$ cat config.mk
export PLATFORM = sky130hd
export DESIGN_NAME = sql_token_scanner_core
export DESIGN_NICKNAME = d
export VERILOG_FILES = /design/src/rtl/sts_pkg.sv /design/src/rtl/sts_front.sv /design/src/rtl/sts_fifo.sv /design/src/rtl/sts_back.sv /design/src/rtl/sql_token_scanner_core.sv
export SDC_FILE = /design/constraint.sdc
export NUM_CORES = 1
export LEC_CHECK = 0
export ABC_AREA = 1
export BUFFER_PORTS_ARGS = -buffer_cell sky130_fd_sc_hd__buf_2
export CORE_MARGIN = 3
export CORE_UTILIZATION = 45
export CTS_BUF_LIST = sky130_fd_sc_hd__clkbuf_4 sky130_fd_sc_hd__clkbuf_8 sky130_fd_sc_hd__clkbuf_16
export DETAILED_ROUTE_END_ITERATION = 8
export HOLD_SLACK_MARGIN = 0.06
export PLACE_DENSITY = 0.74
export SLEW_MARGIN = 20
export SYNTH_ARGS = -nofsm -noshare
export SYNTH_HDL_FRONTEND = slang
export SYNTH_HIERARCHICAL = 1
export SYNTH_SLANG_ARGS = --single-unit
$ cat constraint.sdc
create_clock -name clk -period 6.86 [get_ports clk]
set_input_delay 0.343 -clock clk [delete_from_list [all_inputs] [get_ports clk]]
set_output_delay 0.343 -clock clk [all_outputs]
set_load 0.05 [all_outputs]
$ cat src/rtl/sts_pkg.sv
// Shared types, token codes and keyword tables of the SQL token scanner.
package sts_pkg;

	localparam int OFFSET_BITS = 16;
	localparam int POS_W       = OFFSET_BITS;
	localparam int KIND_W      = 5;
	localparam int TOK_W       = 16;
	localparam int MAX_TOK     = 3;
	localparam int CNT_W       = 2;
	localparam int TOK_IDX_W   = 2;
	localparam int NUM_KW      = 10;
	localparam int FIFO_DEPTH  = 4;
	localparam int FIFO_AW     = $clog2(FIFO_DEPTH);

	localparam logic [TOK_W-1:0] LEN_MAX = '1;

	localparam logic [KIND_W-1:0] K_END     = 5'd0;
	localparam logic [KIND_W-1:0] K_ILLEGAL = 5'd1;
	localparam logic [KIND_W-1:0] K_IDENT   = 5'd2;
	localparam logic [KIND_W-1:0] K_NUMBER  = 5'd3;
	localparam logic [KIND_W-1:0] K_EQ      = 5'd4;
	localparam logic [KIND_W-1:0] K_LE      = 5'd5;
	localparam logic [KIND_W-1:0] K_NE      = 5'd6;
	localparam logic [KIND_W-1:0] K_LT      = 5'd7;
	localparam logic [KIND_W-1:0] K_GE      = 5'd8;
	localparam logic [KIND_W-1:0] K_GT      = 5'd9;
	localparam logic [KIND_W-1:0] K_SEMI    = 5'd10;
	localparam logic [KIND_W-1:0] K_LPAR    = 5'd11;
	localparam logic [KIND_W-1:0] K_RPAR    = 5'd12;
	localparam logic [KIND_W-1:0] K_COMMA   = 5'd13;
	localparam logic [KIND_W-1:0] K_STAR    = 5'd14;
	localparam logic [KIND_W-1:0] K_KW0     = 5'd15;

	localparam logic [2:0] MODE_IDLE   = 3'd0;
	localparam logic [2:0] MODE_IDENT  = 3'd1;
	localparam logic [2:0] MODE_NUMBER = 3'd2;
	localparam logic [2:0] MODE_LT     = 3'd3;
	localparam logic [2:0] MODE_GT     = 3'd4;
	localparam logic [2:0] MODE_BANG   = 3'd5;

	localparam logic [7:0] KW_TXT [NUM_KW][8] = '{
		'{"S", "E", "L", "E", "C", "T", 8'h00, 8'h00},
		'{"F", "R", "O", "M", 8'h00, 8'h00, 8'h00, 8'h00},
		'{"W", "H", "E", "R", "E", 8'h00, 8'h00, 8'h00},
		'{"J", "O", "I", "N", 8'h00, 8'h00, 8'h00, 8'h00},
		'{"O", "N", 8'h00, 8'h00, 8'h00, 8'h00, 8'h00, 8'h00},
		'{"G", "R", "O", "U", "P", 8'h00, 8'h00, 8'h00},
		'{"B", "Y", 8'h00, 8'h00, 8'h00, 8'h00, 8'h00, 8'h00},
		'{"E", "X", "P", "L", "A", "I", "N", 8'h00},
		'{"B", "E", "T", "W", "E", "E", "N", 8'h00},
		'{"A", "N", "D", 8'h00, 8'h00, 8'h00, 8'h00, 8'h00}
	};

	localparam logic [3:0] KW_LEN [NUM_KW] = '{
		4'd6, 4'd4, 4'd5, 4'd4, 4'd2, 4'd5, 4'd2, 4'd7, 4'd7, 4'd3
	};

	typedef struct packed {
		logic [KIND_W-1:0] kind;
		logic [TOK_W-1:0]  start;
		logic [TOK_W-1:0]  length;
	} tok_t;

	typedef struct packed {
		tok_t [MAX_TOK-1:0] tok;
		logic [CNT_W-1:0]   cnt;
	} bundle_t;

endpackage

$ cat src/rtl/sts_front.sv
// Front end: takes one text byte per beat, runs the scanner state and builds token bundles.
module sts_front (
	input  logic             clk,
	input  logic             arst_n,
	input  logic [7:0]       text_byte,
	input  logic             final_byte,
	input  logic             in_valid,
	output logic             in_ready,
	input  logic             q_full,
	output logic             q_push,
	output sts_pkg::bundle_t q_data
);
	import sts_pkg::*;

	function automatic logic is_letter(input logic [7:0] c);
		return (c >= "a" && c <= "z") || (c >= "A" && c <= "Z") || c == "_" || c == ".";
	endfunction

	function automatic logic is_digit(input logic [7:0] c);
		return c >= "0" && c <= "9";
	endfunction

	function automatic logic is_space(input logic [7:0] c);
		return c == " " || c == 8'h09 || c == 8'h0A || c == 8'h0D;
	endfunction

	function automatic logic [NUM_KW-1:0] kw_match(input logic [NUM_KW-1:0] cand,
		input logic [3:0] mcnt, input logic [7:0] c);
		logic [7:0]        up;
		logic [NUM_KW-1:0] res;
		up  = (c >= "a" && c <= "z") ? c - 8'd32 : c;
		res = cand;
		for (int k = 0; k < NUM_KW; k++) begin
			if (mcnt >= KW_LEN[k] || KW_TXT[k][mcnt[2:0]] != up)
				res[k] = 1'b0;
		end
		return res;
	endfunction

	function automatic logic [KIND_W-1:0] ident_kind(input logic [NUM_KW-1:0] cand,
		input logic [3:0] mcnt);
		logic [KIND_W-1:0] kind;
		kind = K_IDENT;
		for (int k = NUM_KW - 1; k >= 0; k--) begin
			if (cand[k] && mcnt == KW_LEN[k])
				kind = KIND_W'(K_KW0 + k);
		end
		return kind;
	endfunction

	function automatic tok_t flush_tok(input logic [2:0] mode, input logic [POS_W-1:0] ps,
		input logic [TOK_W-1:0] pl, input logic [NUM_KW-1:0] cand, input logic [3:0] mcnt);
		tok_t t;
		t.start  = TOK_W'(ps);
		t.length = TOK_W'(1);
		case (mode)
			MODE_IDENT: begin
				t.kind   = ident_kind(cand, mcnt);
				t.length = pl;
			end
			MODE_NUMBER: begin
				t.kind   = K_NUMBER;
				t.length = pl;
			end
			MODE_LT:   t.kind = K_LT;
			MODE_GT:   t.kind = K_GT;
			MODE_BANG: t.kind = K_ILLEGAL;
			default:   t.kind = K_END;
		endcase
		return t;
	endfunction

	function automatic logic [KIND_W-1:0] punct_kind(input logic [7:0] c);
		case (c)
			"=":     return K_EQ;
			";":     return K_SEMI;
			"(":     return K_LPAR;
			")":     return K_RPAR;
			",":     return K_COMMA;
			"*":     return K_STAR;
			default: return K_ILLEGAL;
		endcase
	endfunction

	function automatic logic pending(input logic [2:0] mode);
		return mode == MODE_IDENT || mode == MODE_NUMBER || mode == MODE_LT ||
			mode == MODE_GT || mode == MODE_BANG;
	endfunction

	logic [2:0]        mode_q;
	logic [POS_W-1:0]  pos_q;
	logic [POS_W-1:0]  pstart_q;
	logic [NUM_KW-1:0] cand_q;
	logic [3:0]        mcnt_q;
	logic [TOK_W-1:0]  plen_q;

	logic [2:0]        mode2;
	logic [POS_W-1:0]  pstart2;
	logic [NUM_KW-1:0] cand2;
	logic [3:0]        mcnt2;
	logic [TOK_W-1:0]  plen2;

	logic              acc, letter, digit, pair_ch, used, start_new, end_now;
	logic [NUM_KW-1:0] m_cand, matched;
	logic [3:0]        m_cnt, mcnt_inc;
	logic [TOK_W-1:0]  plen_inc;
	logic [3:0]        c_vld;
	tok_t              c_tok [4];
	bundle_t           bnd;
	logic [CNT_W-1:0]  n;

	assign acc      = in_valid && in_ready;
	assign in_ready = !q_full;
	assign letter   = is_letter(text_byte);
	assign digit    = is_digit(text_byte);
	assign pair_ch  = text_byte == "<" || text_byte == ">" || text_byte == "!";
	assign plen_inc = (plen_q == LEN_MAX) ? plen_q : plen_q + TOK_W'(1);

	always_comb begin
		case (mode_q)
			MODE_IDENT:  used = letter;
			MODE_NUMBER: used = digit;
			MODE_LT:     used = text_byte == "=" || text_byte == ">";
			MODE_GT:     used = text_byte == "=";
			MODE_BANG:   used = text_byte == "=";
			default:     used = 1'b0;
		endcase
	end

	assign start_new = !used && (letter || digit || pair_ch);
	assign end_now   = !used && text_byte == 8'h00;
	assign m_cand    = start_new ? '1 : cand_q;
	assign m_cnt     = start_new ? 4'd0 : mcnt_q;
	assign matched   = kw_match(m_cand, m_cnt, text_byte);
	assign mcnt_inc  = (m_cnt == 4'hF) ? m_cnt : m_cnt + 4'd1;

	always_comb begin
		mode2   = MODE_IDLE;
		pstart2 = pstart_q;
		cand2   = cand_q;
		mcnt2   = mcnt_q;
		plen2   = plen_q;
		if (used && mode_q == MODE_IDENT) begin
			mode2 = MODE_IDENT;
			cand2 = matched;
			mcnt2 = mcnt_inc;
			plen2 = plen_inc;
		end else if (used && mode_q == MODE_NUMBER) begin
			mode2 = MODE_NUMBER;
			plen2 = plen_inc;
		end else if (start_new) begin
			pstart2 = pos_q;
			plen2   = TOK_W'(1);
			if (letter) begin
				mode2 = MODE_IDENT;
				cand2 = matched;
				mcnt2 = mcnt_inc;
			end else if (digit)
				mode2 = MODE_NUMBER;
			else if (text_byte == "<")
				mode2 = MODE_LT;
			else if (text_byte == ">")
				mode2 = MODE_GT;
			else
				mode2 = MODE_BANG;
		end
	end

	always_comb begin
		c_vld = '0;
		for (int i = 0; i < 4; i++)
			c_tok[i] = '0;

		// closing token: two-character operator or flush of the pending one
		if (used && (mode_q == MODE_LT || mode_q == MODE_GT || mode_q == MODE_BANG)) begin
			c_vld[0]        = 1'b1;
			c_tok[0].start  = TOK_W'(pstart_q);
			c_tok[0].length = TOK_W'(2);
			if (mode_q == MODE_LT)
				c_tok[0].kind = (text_byte == "=") ? K_LE : K_NE;
			else
				c_tok[0].kind = (mode_q == MODE_GT) ? K_GE : K_NE;
		end else if (!used && pending(mode_q)) begin
			c_vld[0] = 1'b1;
			c_tok[0] = flush_tok(mode_q, pstart_q, plen_q, cand_q, mcnt_q);
		end

		// token of this byte alone
		if (end_now) begin
			c_vld[1]        = 1'b1;
			c_tok[1].kind   = K_END;
			c_tok[1].start  = TOK_W'(pos_q);
			c_tok[1].length = '0;
		end else if (!used && !is_space(text_byte) && !letter && !digit && !pair_ch) begin
			c_vld[1]        = 1'b1;
			c_tok[1].kind   = punct_kind(text_byte);
			c_tok[1].start  = TOK_W'(pos_q);
			c_tok[1].length = TOK_W'(1);
		end

		// last byte: flush and end
		if (final_byte && !end_now) begin
			c_vld[2]        = pending(mode2);
			c_tok[2]        = flush_tok(mode2, pstart2, plen2, cand2, mcnt2);
			c_vld[3]        = 1'b1;
			c_tok[3].kind   = K_END;
			c_tok[3].start  = TOK_W'(pos_q + POS_W'(1));
			c_tok[3].length = '0;
		end
	end

	always_comb begin
		bnd = '0;
		n   = '0;
		for (int i = 0; i < 4; i++) begin
			if (c_vld[i]) begin
				bnd.tok[n] = c_tok[i];
				n          = n + CNT_W'(1);
			end
		end
		bnd.cnt = n;
	end

	assign q_data = bnd;
	assign q_push = acc && bnd.cnt != '0;

	always_ff @(posedge clk or negedge arst_n) begin
		if (!arst_n) begin
			mode_q   <= MODE_IDLE;
			pos_q    <= '0;
			pstart_q <= '0;
			cand_q   <= '1;
			mcnt_q   <= '0;
			plen_q   <= '0;
		end else if (acc) begin
			if (end_now || final_byte) begin
				mode_q   <= MODE_IDLE;
				pos_q    <= '0;
				pstart_q <= '0;
				cand_q   <= '1;
				mcnt_q   <= '0;
				plen_q   <= '0;
			end else begin
				mode_q   <= mode2;
				pos_q    <= pos_q + POS_W'(1);
				pstart_q <= pstart2;
				cand_q   <= cand2;
				mcnt_q   <= mcnt2;
				plen_q   <= plen2;
			end
		end
	end

`ifndef NO_ASSERTIONS
	a_final_resets: assert property (@(posedge clk) disable iff (!arst_n)
		acc && final_byte |=> pos_q == '0 && mode_q == MODE_IDLE)
		else $error("scanner state not cleared after last byte");
`endif

endmodule

$ cat src/rtl/sts_fifo.sv
// Short bundle queue between the scanner front end and the token output stage.
module sts_fifo (
	input  logic             clk,
	input  logic             arst_n,
	input  logic             push,
	input  sts_pkg::bundle_t push_data,
	output logic             full,
	input  logic             pop,
	output sts_pkg::bundle_t head,
	output logic             empty
);
	import sts_pkg::*;

	bundle_t            mem_q [FIFO_DEPTH];
	logic [FIFO_AW-1:0] wr_ptr_q, rd_ptr_q;
	logic [FIFO_AW:0]   count_q;

	assign full  = count_q == (FIFO_AW + 1)'(FIFO_DEPTH);
	assign empty = count_q == '0;
	assign head  = mem_q[rd_ptr_q];

	always_ff @(posedge clk) begin
		if (push)
			mem_q[wr_ptr_q] <= push_data;
	end

	always_ff @(posedge clk or negedge arst_n) begin
		if (!arst_n) begin
			wr_ptr_q <= '0;
			rd_ptr_q <= '0;
			count_q  <= '0;
		end else begin
			if (push)
				wr_ptr_q <= wr_ptr_q + FIFO_AW'(1);
			if (pop)
				rd_ptr_q <= rd_ptr_q + FIFO_AW'(1);
			if (push && !pop)
				count_q <= count_q + (FIFO_AW + 1)'(1);
			else if (pop && !push)
				count_q <= count_q - (FIFO_AW + 1)'(1);
		end
	end

`ifndef NO_ASSERTIONS
	a_no_overflow: assert property (@(posedge clk) disable iff (!arst_n)
		push |-> !full)
		else $error("bundle queue overflow");
	a_no_underflow: assert property (@(posedge clk) disable iff (!arst_n)
		pop |-> !empty)
		else $error("bundle queue underflow");
	a_count_bound: assert property (@(posedge clk) disable iff (!arst_n)
		count_q <= (FIFO_AW + 1)'(FIFO_DEPTH))
		else $error("bundle queue count out of range");
`endif

endmodule

$ cat src/rtl/sts_back.sv
// Back end: walks the tokens of the head bundle and drives the registered output beat.
module sts_back (
	input  logic                        clk,
	input  logic                        arst_n,
	input  sts_pkg::bundle_t            head,
	input  logic                        q_empty,
	output logic                        q_pop,
	output logic [sts_pkg::KIND_W-1:0]  token_kind,
	output logic [sts_pkg::TOK_W-1:0]   token_start,
	output logic [sts_pkg::TOK_W-1:0]   token_length,
	output logic                        run_last,
	output logic                        out_valid,
	input  logic                        out_ready
);
	import sts_pkg::*;

	logic                 valid_q, last_q, load, take, is_last;
	logic [TOK_IDX_W-1:0] idx_q;
	tok_t                 tok_q;

	assign load    = !valid_q || out_ready;
	assign take    = load && !q_empty;
	assign is_last = idx_q == TOK_IDX_W'(head.cnt - CNT_W'(1));
	assign q_pop   = take && is_last;

	always_ff @(posedge clk or negedge arst_n) begin
		if (!arst_n) begin
			valid_q <= 1'b0;
			idx_q   <= '0;
		end else begin
			if (load)
				valid_q <= !q_empty;
			if (take)
				idx_q <= is_last ? '0 : idx_q + TOK_IDX_W'(1);
		end
	end

	always_ff @(posedge clk) begin
		if (take) begin
			tok_q  <= head.tok[idx_q];
			last_q <= is_last;
		end
	end

	assign out_valid    = valid_q;
	assign token_kind   = tok_q.kind;
	assign token_start  = tok_q.start;
	assign token_length = tok_q.length;
	assign run_last     = last_q;

`ifndef NO_ASSERTIONS
	a_idx_in_bundle: assert property (@(posedge clk) disable iff (!arst_n)
		!q_empty |-> TOK_IDX_W'(idx_q) < TOK_IDX_W'(head.cnt) && head.cnt != '0)
		else $error("token index past end of bundle");
`endif

endmodule

$ cat src/rtl/sql_token_scanner_core.sv
// Top level of the SQL token scanner: front end, bundle queue and output stage.
//
//  channel | ports                                             | dir
//  --------+---------------------------------------------------+-----
//  input   | in_valid, in_ready, text_byte, final_byte         | in
//  output  | out_valid, out_ready, token_kind, token_start,    | out
//          | token_length, run_last                            |
//
// One text byte per cycle is scanned in the front end while in_ready is high; a byte's
// tokens (1..3) go into a 4-deep bundle queue as one entry, a byte with none pushes
// nothing. The output stage sends one token beat per cycle while out_ready is high, so
// a byte's tokens hold the output one after another; the queue absorbs bursts and
// in_ready drops only when full; a token passes the queue, then the output register.
// Reset (arst_n low) clears scanner state, queue and output valid.
module sql_token_scanner_core (
	input  logic                        clk,
	input  logic                        arst_n,
	input  logic [7:0]                  text_byte,
	input  logic                        final_byte,
	input  logic                        in_valid,
	output logic                        in_ready,
	output logic [sts_pkg::KIND_W-1:0]  token_kind,
	output logic [sts_pkg::TOK_W-1:0]   token_start,
	output logic [sts_pkg::TOK_W-1:0]   token_length,
	output logic                        run_last,
	output logic                        out_valid,
	input  logic                        out_ready
);
	import sts_pkg::*;

	logic    q_full, q_empty, q_push, q_pop;
	bundle_t q_data, q_head;

	sts_front u_front (
		.clk        (clk),
		.arst_n     (arst_n),
		.text_byte  (text_byte),
		.final_byte (final_byte),
		.in_valid   (in_valid),
		.in_ready   (in_ready),
		.q_full     (q_full),
		.q_push     (q_push),
		.q_data     (q_data)
	);

	sts_fifo u_fifo (
		.clk       (clk),
		.arst_n    (arst_n),
		.push      (q_push),
		.push_data (q_data),
		.full      (q_full),
		.pop       (q_pop),
		.head      (q_head),
		.empty     (q_empty)
	);

	sts_back u_back (
		.clk          (clk),
		.arst_n       (arst_n),
		.head         (q_head),
		.q_empty      (q_empty),
		.q_pop        (q_pop),
		.token_kind   (token_kind),
		.token_start  (token_start),
		.token_length (token_length),
		.run_last     (run_last),
		.out_valid    (out_valid),
		.out_ready    (out_ready)
	);

endmodule
==> results.yml <==
power:
  p_comb_share_pct: 37.1
  ir_worst_vdd_mv: 0.4342
  p_switching_mw: 5.023
  p_seq_share_pct: 39.9
  p_int_mw: 7.709
  p_per_area_nw_per_um2: 413.3
  p_leak_nw: 12.39
  sw_frac_of_total_pct: 39.45
  p_clk_share_pct: 23.0
clocking:
  clk_latency_ns: 0.61
  cts.sinks: 565
  cts_buffers: 54
  ctsRootBufferMaster: "clkbuf_16"
  cts_tree: "done"
  htree_num_levels: 2
  clk_pin_slew_ns: 0.06
  clock_path_buffers: 3
sta:
  whs_ns: 0.1119
  tightest_slew_ns: 1.224
  finalHoldViolations: 0
  period_share_pct: 80.81
  finClkSkew_ns: 0.02055
  final-max-slew-violation-count: 0
  setup_ws_ns: 1.316
  max_freq_ghz: 0.1804
  finalSetupViolCount: 0
  tns_ns: 0
  slew_headroom_pct: 18.39
  period_minus_slack_ns: 5.544
  rsz0062_at_grt: "no"
yosys:
  yosys_warnings: 6
  ys_seq_area_share_pct: 59.20
  synthCells: 2938
  synth_top_flop_cell: "edfxtp_1"
  mappedNetlistNets: 2978
  synth_edf_count: 490
  netlist_area_um2: 28050
  synthDistinctLibCells: 47
  syn_area_per_cell_um2: 9.546
  synthArstFlopShare_pct: 13.27
  ys_ff_latch: 565
placed_design:
  place_inst: 3696
  dpl_worst_slack_ns: 0.9767
  dp_hpwl_mm: 44.42
  gp_congestion: 0.9848
  portBuffers: 52
critical_path:
  worstPathArrival_ns: 5.85
  r2r_cells: 22
  reg2reg_slack_ns: 1.32
  r2r-end: "u_fifo/mem_q[2][24]"
  endpoint: "u_fifo/mem_q[2][24]"
  endpoint_kind: "flop"
  start_kind: "flop"
  startpoint: "u_front/mode_q[1]"
  path_class: "reg -> reg"
  cp_max_fo: 41
  required_ns: 7.17
  rr_startpoint: "u_front/mode_q[1]"
floorplanning:
  rows: 90
  dieHeight_um: 255.7
  core_area_um2: 61030
  ios: 53
  dieArea_um2: 65360
  die_x_um: 255.7
  start_util_pct: 45.95
job:
  maxCapViolations: 0
grt:
  grt_pass1_vias: 19160
  gr-total-overflow: 0
  grt_pass1_wl_mm: 108.8
  grt_max_degree: 273
  antenna_found_initial: 0
  grt_usage_pct: 20.81
detailed_routing:
  drc: 0
  detail_route.wirelength_mm: 69.54
  dr_total_vias: 20870
  wire_per_inst_um: 18.32
  postRouteAntennaNets: 0
  routed_via_density: 5.499
  drtPass1Iterations: 6
  drt_iter0_markers: 2362
hold_path:
  min_path_type: "in -> reg"
cells_and_area:
  nets: 2966
  fin_util_pct: 50.47
  drive_gt1_share_pct: 8.659
  syn2layout_area_growth_pct: 9.832
  final_cells: 3796
  antenna_cells: 0
outcome:
  status: "finished clean"
-- cell usage after synthesis, types with 25 or more instances --
cell / instances / area share (%)
a21oi_1: 56 / 1.0
nand4_1: 25 / 0.56
nand3_1: 128 / 2.3
ha_1: 26 / 1.2
o21ai_1: 54 / 0.96
o211ai_1: 234 / 6.3
buf_2: 61 / 1.1
nor2_1: 199 / 2.7
clkbuf_1: 68 / 0.91
edfxtp_1: 490 / 52
nand2_1: 679 / 9.1
o22ai_1: 63 / 1.4
inv_1: 425 / 5.7
dfrtp_1: 65 / 5.8
o21ai_0: 178 / 3.2
-- critical path, stage by stage (launching register included) --
cell	delay [ns]
dfrtp_1	0.41
inv_2	0.08
nor3_1	0.40
inv_1	0.18
o21ai_1	0.27
nor2_4	0.09
nand4_1	0.36
nand2_2	0.36
inv_1	0.26
a21oi_4	0.11
inv_2	0.13
nor2_2	0.05
inv_2	0.20
nand2_1	0.16
inv_1	0.09
ha_1	0.22
o21ai_0	0.21
buf_4	0.17
nor2_1	0.04
nor2_1	0.41
nand2_1	0.18
inv_4	0.53
buf_4	0.30
-- power groups by stage --
stage	clock (mW)	sequential (mW)	combinational, mW
floorplan	0	5.46	3.07
finish	2.93	5.08	4.72
detailed placement	0	5.20	4.62
global route	3.12	5.15	5.20
CTS	2.98	5.13	4.64
global placement	0	5.18	4.58
-- worst min path at each step --
stage / endpoint / start / cells past startpoint / slack, ns
6_report: u_back/out_valid / out_ready / 4 / 0.11
5_1_grt: u_back/out_valid / out_ready / 4 / 0.12
4_1_cts: u_back/out_valid / out_ready / 4 / 0.07
3_5_place_dp: u_front/pos_q[8] / arst_n / 1 / 0.34
3_3_place_gp: u_front/pos_q[8] / arst_n / 1 / 0.34
2_1_floorplan: u_back/idx_q[0] / arst_n / 0 / 0.05
-- routing by layer --
metal	share of wire, %	wire [um]	global-route usage, %
met1	43	29620	30.11
met2	46	31770	33.04
met3	9.5	6621	2.879
met4	2.2	1526	5.686
met5	0	0	0
-- stage by stage --
stage	power [mW]	instance area [um2]
global placement	9.752	29020
detailed placement	9.823	29020
floorplan	8.530	28050
finish	12.73	30800
global route	13.47	30800
CTS	12.75	30780
-- registers in the layout, summed over array words and instances (netlist names), 3 cells and up --
register             cells
u_front/plen_q          16
u_back/token_kind        5
u_back/token_length     16
u_front/mode_q           3
u_back/token_start      16
u_fifo/count_q           3
u_front/pos_q           16
u_front/cand_q          10
u_front/mcnt_q           4
u_front/pstart_q        16
u_fifo/mem_q           452
-- placed cells by master, fill, tap and decap left out, types with 56 or more instances in the layout --
master / count
o211ai_1: 234
nor2_1: 197
a21oi_1: 56
nand2_1: 678
edfxtp_1: 490
dfrtp_1: 62
nand3_1: 127
o22ai_1: 63
inv_1: 421
o21ai_0: 178
-- timing repair --
item,in CTS,in global routing
endpoints found under the hold margin,30,0
resized for setup,0,0
hold buffers,1,0
setup buffers,0,0
-- cells by family after synthesis --
group | after synthesis | share of synthesized area [%]
flops | 565 | 59.20
compound gates | 616 | 13.79
simple gates | 1098 | 16.29
fa+ha+maj | 27 | 1.231
xor+xnor | 23 | 0.7183
buf+inv | 609 | 8.770
-- layout make-up --
type                       instances  area, um2
clock inverter                    33      296.5
tap                              828       1036
fill                            5439      30230
sequential                       565      16610
timing repair buffer              93      718.2
clock buffer                      65       1446
inverter                         448       1694
multi-input combinational       1764       9001
Power figures use the tool's default switching activity.
